==> src/rtl/blr_pkg.sv <==
`timescale 1ns / 1ps
// ----------------------------------------------------------------------------
// blr_pkg: shared types and constants for batch loss reduction
// Widths, loss modes and the beat format between front and back.
// ----------------------------------------------------------------------------
package blr_pkg;

  localparam int unsigned MAX_ITEMS_DEF = 65536;
  localparam int unsigned FRAC_BITS_DEF = 12;
  localparam int unsigned SUM_W         = 48;
  localparam int unsigned TERM_W        = 40;
  localparam int unsigned CNT_W         = 25;
  localparam int unsigned LOG_FRAC      = 20;
  localparam logic [29:0] LN2_Q30       = 30'd744261118;
  localparam int unsigned QDEPTH        = 4;

  typedef enum logic {
    KIND_MSE = 1'b0,
    KIND_BCE = 1'b1
  } loss_kind_t;

  typedef struct packed {
    logic signed [15:0] t;
    logic [15:0]        pc;
    logic               kind;
    logic               clamped;
    logic               last;
  } blr_item_t;

  typedef enum logic [2:0] {
    ST_IDLE,
    ST_LOG,
    ST_SCALE,
    ST_ACC,
    ST_DIV,
    ST_OUT
  } blr_state_t;

endpackage

==> src/rtl/blr_front.sv <==
`timescale 1ns / 1ps
// ----------------------------------------------------------------------------
// blr_front: input stage
// Takes pairs, clamps the prediction in cross-entropy mode, queues the beat.
// ----------------------------------------------------------------------------
module blr_front #(
  parameter int unsigned FRAC_BITS = blr_pkg::FRAC_BITS_DEF
) (
  input  logic                       clk,
  input  logic                       rst,
  input  logic                       push,
  output logic                       full,
  input  logic signed [15:0]         true_value,
  input  logic signed [15:0]         predicted_value,
  input  logic                       last_in_batch,
  input  logic                       kind,
  output logic                       q_valid,
  input  logic                       q_take,
  output blr_pkg::blr_item_t         q_item
);
  import blr_pkg::*;

  localparam logic signed [15:0] ONE_M1 = 16'((1 << FRAC_BITS) - 1);
  localparam int unsigned PW = $clog2(QDEPTH);

  blr_item_t        buf_q [QDEPTH];
  logic [PW-1:0]    wptr, rptr;
  logic [PW:0]      fill;
  blr_item_t        item_in;
  logic             do_push, do_pop;

  always_comb begin
    item_in.t       = true_value;
    item_in.pc      = predicted_value;
    item_in.kind    = kind;
    item_in.clamped = 1'b0;
    item_in.last    = last_in_batch;
    if (kind == KIND_BCE) begin
      if (predicted_value < 16'sd1) begin
        item_in.pc      = 16'd1;
        item_in.clamped = 1'b1;
      end else if (predicted_value > ONE_M1) begin
        item_in.pc      = ONE_M1;
        item_in.clamped = 1'b1;
      end
    end
  end

  assign full    = (fill == (PW+1)'(QDEPTH));
  assign q_valid = (fill != '0);
  assign q_item  = buf_q[rptr];
  assign do_push = push && !full;
  assign do_pop  = q_valid && q_take;

  always_ff @(posedge clk) begin
    if (do_push) begin
      buf_q[wptr] <= item_in;
    end
    if (rst) begin
      wptr <= '0;
      rptr <= '0;
      fill <= '0;
    end else begin
      if (do_push) begin
        wptr <= wptr + 1'b1;
      end
      if (do_pop) begin
        rptr <= rptr + 1'b1;
      end
      fill <= fill + (PW+1)'(do_push) - (PW+1)'(do_pop);
    end
  end

  assert property (@(posedge clk) disable iff (rst) fill <= (PW+1)'(QDEPTH))
    else $error("front queue overfilled");
  assert property (@(posedge clk) disable iff (rst) full |-> !do_push)
    else $error("push into full queue");
  assert property (@(posedge clk) disable iff (rst)
    (do_push && !do_pop) |=> fill == $past(fill) + 1'b1)
    else $error("fill count slip");
endmodule

==> config.mk <==
export PLATFORM = sky130hd
export DESIGN_NAME = blr_front
export DESIGN_NICKNAME = d
export VERILOG_FILES = /design/src/rtl/blr_pkg.sv /design/src/rtl/blr_front.sv
export SDC_FILE = /design/constraint.sdc
export NUM_CORES = 1
export LEC_CHECK = 0
export ABC_AREA = 1
export BUFFER_PORTS_ARGS = -buffer_cell sky130_fd_sc_hd__buf_2
export CORE_UTILIZATION = 30
export CTS_CLUSTER_SIZE = 24
export DETAILED_ROUTE_END_ITERATION = 12
export PLACE_DENSITY = 0.51
export SLEW_MARGIN = 20
export SYNTH_ARGS = -nofsm -noshare
export SYNTH_HDL_FRONTEND = slang
export SYNTH_SLANG_ARGS = --single-unit
==> constraint.sdc <==
create_clock -name clk -period 5.7 [get_ports clk]
set_clock_uncertainty 0.15 [all_clocks]
set_input_delay 1.14 -clock clk [delete_from_list [all_inputs] [get_ports clk]]
set_output_delay 1.14 -clock clk [all_outputs]
set_load 0.03 [all_outputs]
Word-level counts from Yosys, hierarchy flattened
Memory sizes are Yosys's and may differ from the RTL's. A register that Yosys moved wholly into a read port is not among the register bits.
Index checks and enable logic that the tools add are counted.
{ "classes": {"add_sub_neg": 4, "n_lt_le_gt_ge": 2, "n_eq_ne": 1, "n_mux": 10, "reduce_logical": 4} }
{ "ops": {"columns": ["cell", "n"], "rows": [
  ["$mux W16", 3],
  ["$gt A16 B13 Y1 const B", 1],
  ["$lt A16 B2 Y1 const B", 1],
  ["$mux W1", 5],
  ["$add A2 B1 Y2 const B", 2],
  ["$mux W2", 2],
  ["$add A3 B1 Y3", 1],
  ["$eq A3 B3 Y1 const B", 1],
  ["$reduce_bool A3 Y1", 1],
  ["$sub A3 B1 Y3", 1],
  ["$logic_and A1 B1 Y1", 2],
  ["$logic_not A1 Y1", 1]
]} }
{ "word_totals": {"reg_bits": 7, "mem_bits_rw": 140, "output_inout_bits": 37, "elab_cells": 25, "memories": 1} }
{ "memory_table": {"columns": ["memory", "depth", "width", "read_ports", "rd_ports_with_merged_regs", "write_ports", "line", "text"], "rows": [
  ["buf_q", 4, 35, 1, 1, 1, "blr_front.sv:26", "blr_item_t buf_q [QDEPTH];"]
]} }

Logic depth before layout (Yosys ltp)
{ "depth": {"depth_word": 5, "depth_mapped": 10, "depth_no_buf": 10} }

Least setup slack after synthesis
No wires, ideal clock.
{ "synth_path": {"path_kind": "input port to flip-flop", "from": "in push", "to": "mem buf_q[0][0] (netlist name), enable pin", "t_arrival_ns": 2.734, "setup_slack_ns": 2.389, "path_stages": 2, "path_buffers": 0, "cell_sequence": "nand2_2 > nor2_1"} }
{ "synth_via": {"elab_chain_cells": 3} }
{ "synth_lines": {"columns": ["item", "line", "text"], "rows": [
  ["from (decl)", "blr_front.sv:11", "input logic push,"],
  ["$logic_and A1 B1 Y1", "blr_front.sv:52", "assign do_push = push && !full;"],
  ["$mux W1", "blr_front.sv:56", "if (do_push) begin"],
  ["$mux W1 (implied by the code)", "blr_front.sv:57", "buf_q[wptr] <= item_in;"],
  ["to (decl)", "blr_front.sv:26", null]
]} }
Every way passes these cells.

==> flow_summary.toml <==
[worst_setup_path]
cp_cell_sequence = "inv_2 > buf_4 > o21ai_0 > o22ai_1 > buf_2"
reg2reg_slack_ns = 3.38
crit_fanout = 36
start_kind = "register"
r2r_end = "fill[2]"
end_kind = "primary output"
cp_data_arrival_time_ns = 2.29
setup.worst_path.class = "reg2out"
cp_top_family = "buffers and inverters"
cp_slowest_cell = "buf_4"
cp.required_ns = 4.41
slowest_delay_ns = 0.46
rr_worst_depth = 9
r2r-start = "fill[1]"
critPathBufInv = 3

[timing]
worst_pin_slew_ns = 0.7345
rsz0062_at_grt = "false"
hold_viol_final = 0
period_share = 0.6277
maxSlewViolCount = 0
finalCriticalPeriod_ns = 3.578
max_slew_margin = 0.5103
timing.fmax_mhz = 279.5
finalSetupViolations = 0
setup_tns_ns = 0

[job]
max_cap_violations = 0

[grt]
gr-total-overflow = 0
grt_pass1_wl_um = 19990
antenna_found_initial = 0
grt.total_usage = 0.1354
grt_max_degree = 71
grt_pass1_vias = 3632

[die]
die_w_um = 143.4
die_area_sq_mm = 0.02055
row_count = 51
dieHeight_um = 143.4
start_util = 0.3070
coreArea_sq_mm = 0.01953
top_level_ports = 75

[clock_network]
htreeDepth = 4
cts_sinks = 149
worst_skew_pair.late_latency_ns = 0.42
cts_resized = 0
path_clk_slew_ns = 0.06
cts_tree = "done"
cts_hold_buf = 0
cts_max_path_buffers = 2
postCtsSetupBuffers = 0
cts_made_buffers = 17
root_buffer = "clkbuf_16"

[pwr]
power_density_mw_per_mm2 = 470.1
max-vdd-ir-drop_uv = 204.0
leakage_nw = 2.702

[final_layout]
area_growth_pct = 21.10
final_cell_mix = "140 x edfxtp_1, 85 x nor2_1, 74 x buf_2"
n_antenna_cell = 0
stdcell_area_sq_mm = 0.007259
num-fill-cells = 1920
nNetsFinal = 593
layout_commonest_cell = "edfxtp_1"
drive_gt1_frac = 0.2375

[synthesis]
yosys.area.top_type = "edfxtp_1"
ys_ff_latch = 149
synth_top_area_frac = 0.7013
ys_top_cells_by_area = "edfxtp_1 70%, nor2_1 5.6%, o21ai_0 4.8%"
syn_area_sq_mm = 0.005994
syn-mean-instance-area_sq_um = 12.65
ys_seq_area_frac = 0.7314
syn_inst = 474
ys_types = 27
syn_nets = 519
yosysWarnings = 0

[detailed_routing]
wl_per_cell_um = 15.58
vias = 3760
remaining_drc_errors = 0
drt-total-wl_um = 12860
vias_per_cell = 4.558
drt_iter0_drc = 228
detail_route.first_pass.iterations = 4
ant_nets = 0

[placement]
post_dp_cell_area_sq_mm = 0.006648
hpwlAfterDp_um = 7439
gp_congestion = 0.6796
portBuffers = 74

[hold_path]
hold_depth = 2
hold_start = "rptr[1]"
hold_class = "reg2reg"

[outcome]
status = "finished, final reports clean"
==> routing by layer <==
metal  up-vias  track usage  wire length (um)
met3        10      0.04432               555
met4         0      0.04031                89
met2        87       0.2190              6207
met1      1832       0.1724              6003
li1       1831            -                 -
met5         -            0                 0
==> worst max-delay path by stage <==
| stage | start | end | slack (ns) | cells after the start |
|---|---|---|---|---|
| after floorplan | push | buf_q[0][0] | 2.39 | 2 |
| after global placement | register | q_item[6] | 2.58 | 5 |
| after detailed placement | register | q_item[4] | 2.55 | 5 |
| after CTS | register | q_item[4] | 2.08 | 5 |
| after global routing | register | q_item[7] | 1.95 | 5 |
| final | register | q_item[18] | 2.12 | 5 |
==> state kept, by name (all words and copies together), names as in the netlist, named ones only <==
register,count
buf_q,140
fill,3
rptr,2
wptr,2
==> power by group <==
part	switching, W	internal [W]	leakage [nW]
Sequential	0.0000300	0.00133	1.36
Clock	0.000420	0.000726	0.290
Combinational	0.000668	0.000235	1.05
==> synthesized netlist by cell type <==
cell type    n
a211oi_1     1
a21boi_4     1
a21oi_1      6
a21oi_2     10
buf_2        9
buf_6        3
clkbuf_1    13
clkbuf_2     1
dfxtp_1      9
edfxtp_1   140
fa_1         1
ha_1         6
inv_1       43
inv_2        2
nand2_1     24
nand2_2      2
nand3_1      2
nand3_2      1
nor2_1      89
nor2_2       1
o21ai_0     57
o21ai_1     13
o21bai_1     1
o22ai_1     35
or2_1        1
or2_2        1
xor2_1       2
==> cells by family after synthesis <==
| kind of cell | after synthesis | synth area share |
|---|---|---|
| AOI/OAI and AO/OA | 124 | 0.1202 |
| xor gates and xnor gates | 2 | 0.002923 |
| adders and majority gates | 7 | 0.01586 |
| buffers and inverters | 71 | 0.05030 |
| DFF | 149 | 0.7314 |
| and+or+nand+nor | 121 | 0.07932 |
==> area by class of cell <==
type                       instances  area (sq um)  share of cell area
sequential                       149          4385              0.6041
tap                              265         331.6             0.04567
clock inverter                    14         186.4             0.02568
multi-input combinational        254          1339              0.1844
inverter                          45         168.9             0.02327
clock buffer                      17         425.4             0.05860
timing repair buffer              81         422.9             0.05826
==> through the flow <==
stage	std cells	util	setup WS [ns]	hold WS, ns	power (W)
after floorplan	474	-	2.389	0.3204	0.002020
after global placement	794	0.3404	2.583	0.3340	0.002291
after detailed placement	794	0.3404	2.547	0.3517	0.002309
after CTS	825	0.3718	2.080	0.3594	0.003459
after global routing	825	0.3718	1.951	0.3786	0.003585
final	825	0.3718	2.122	0.3604	0.003412
==> worst min-delay path: cells and delay by family, from the launching register on <==
kind            cells  cell delay [ns]
flops               1             0.32
compound gates      1             0.07
simple gates        1             0.06
Power figures use the tool's default switching activity.
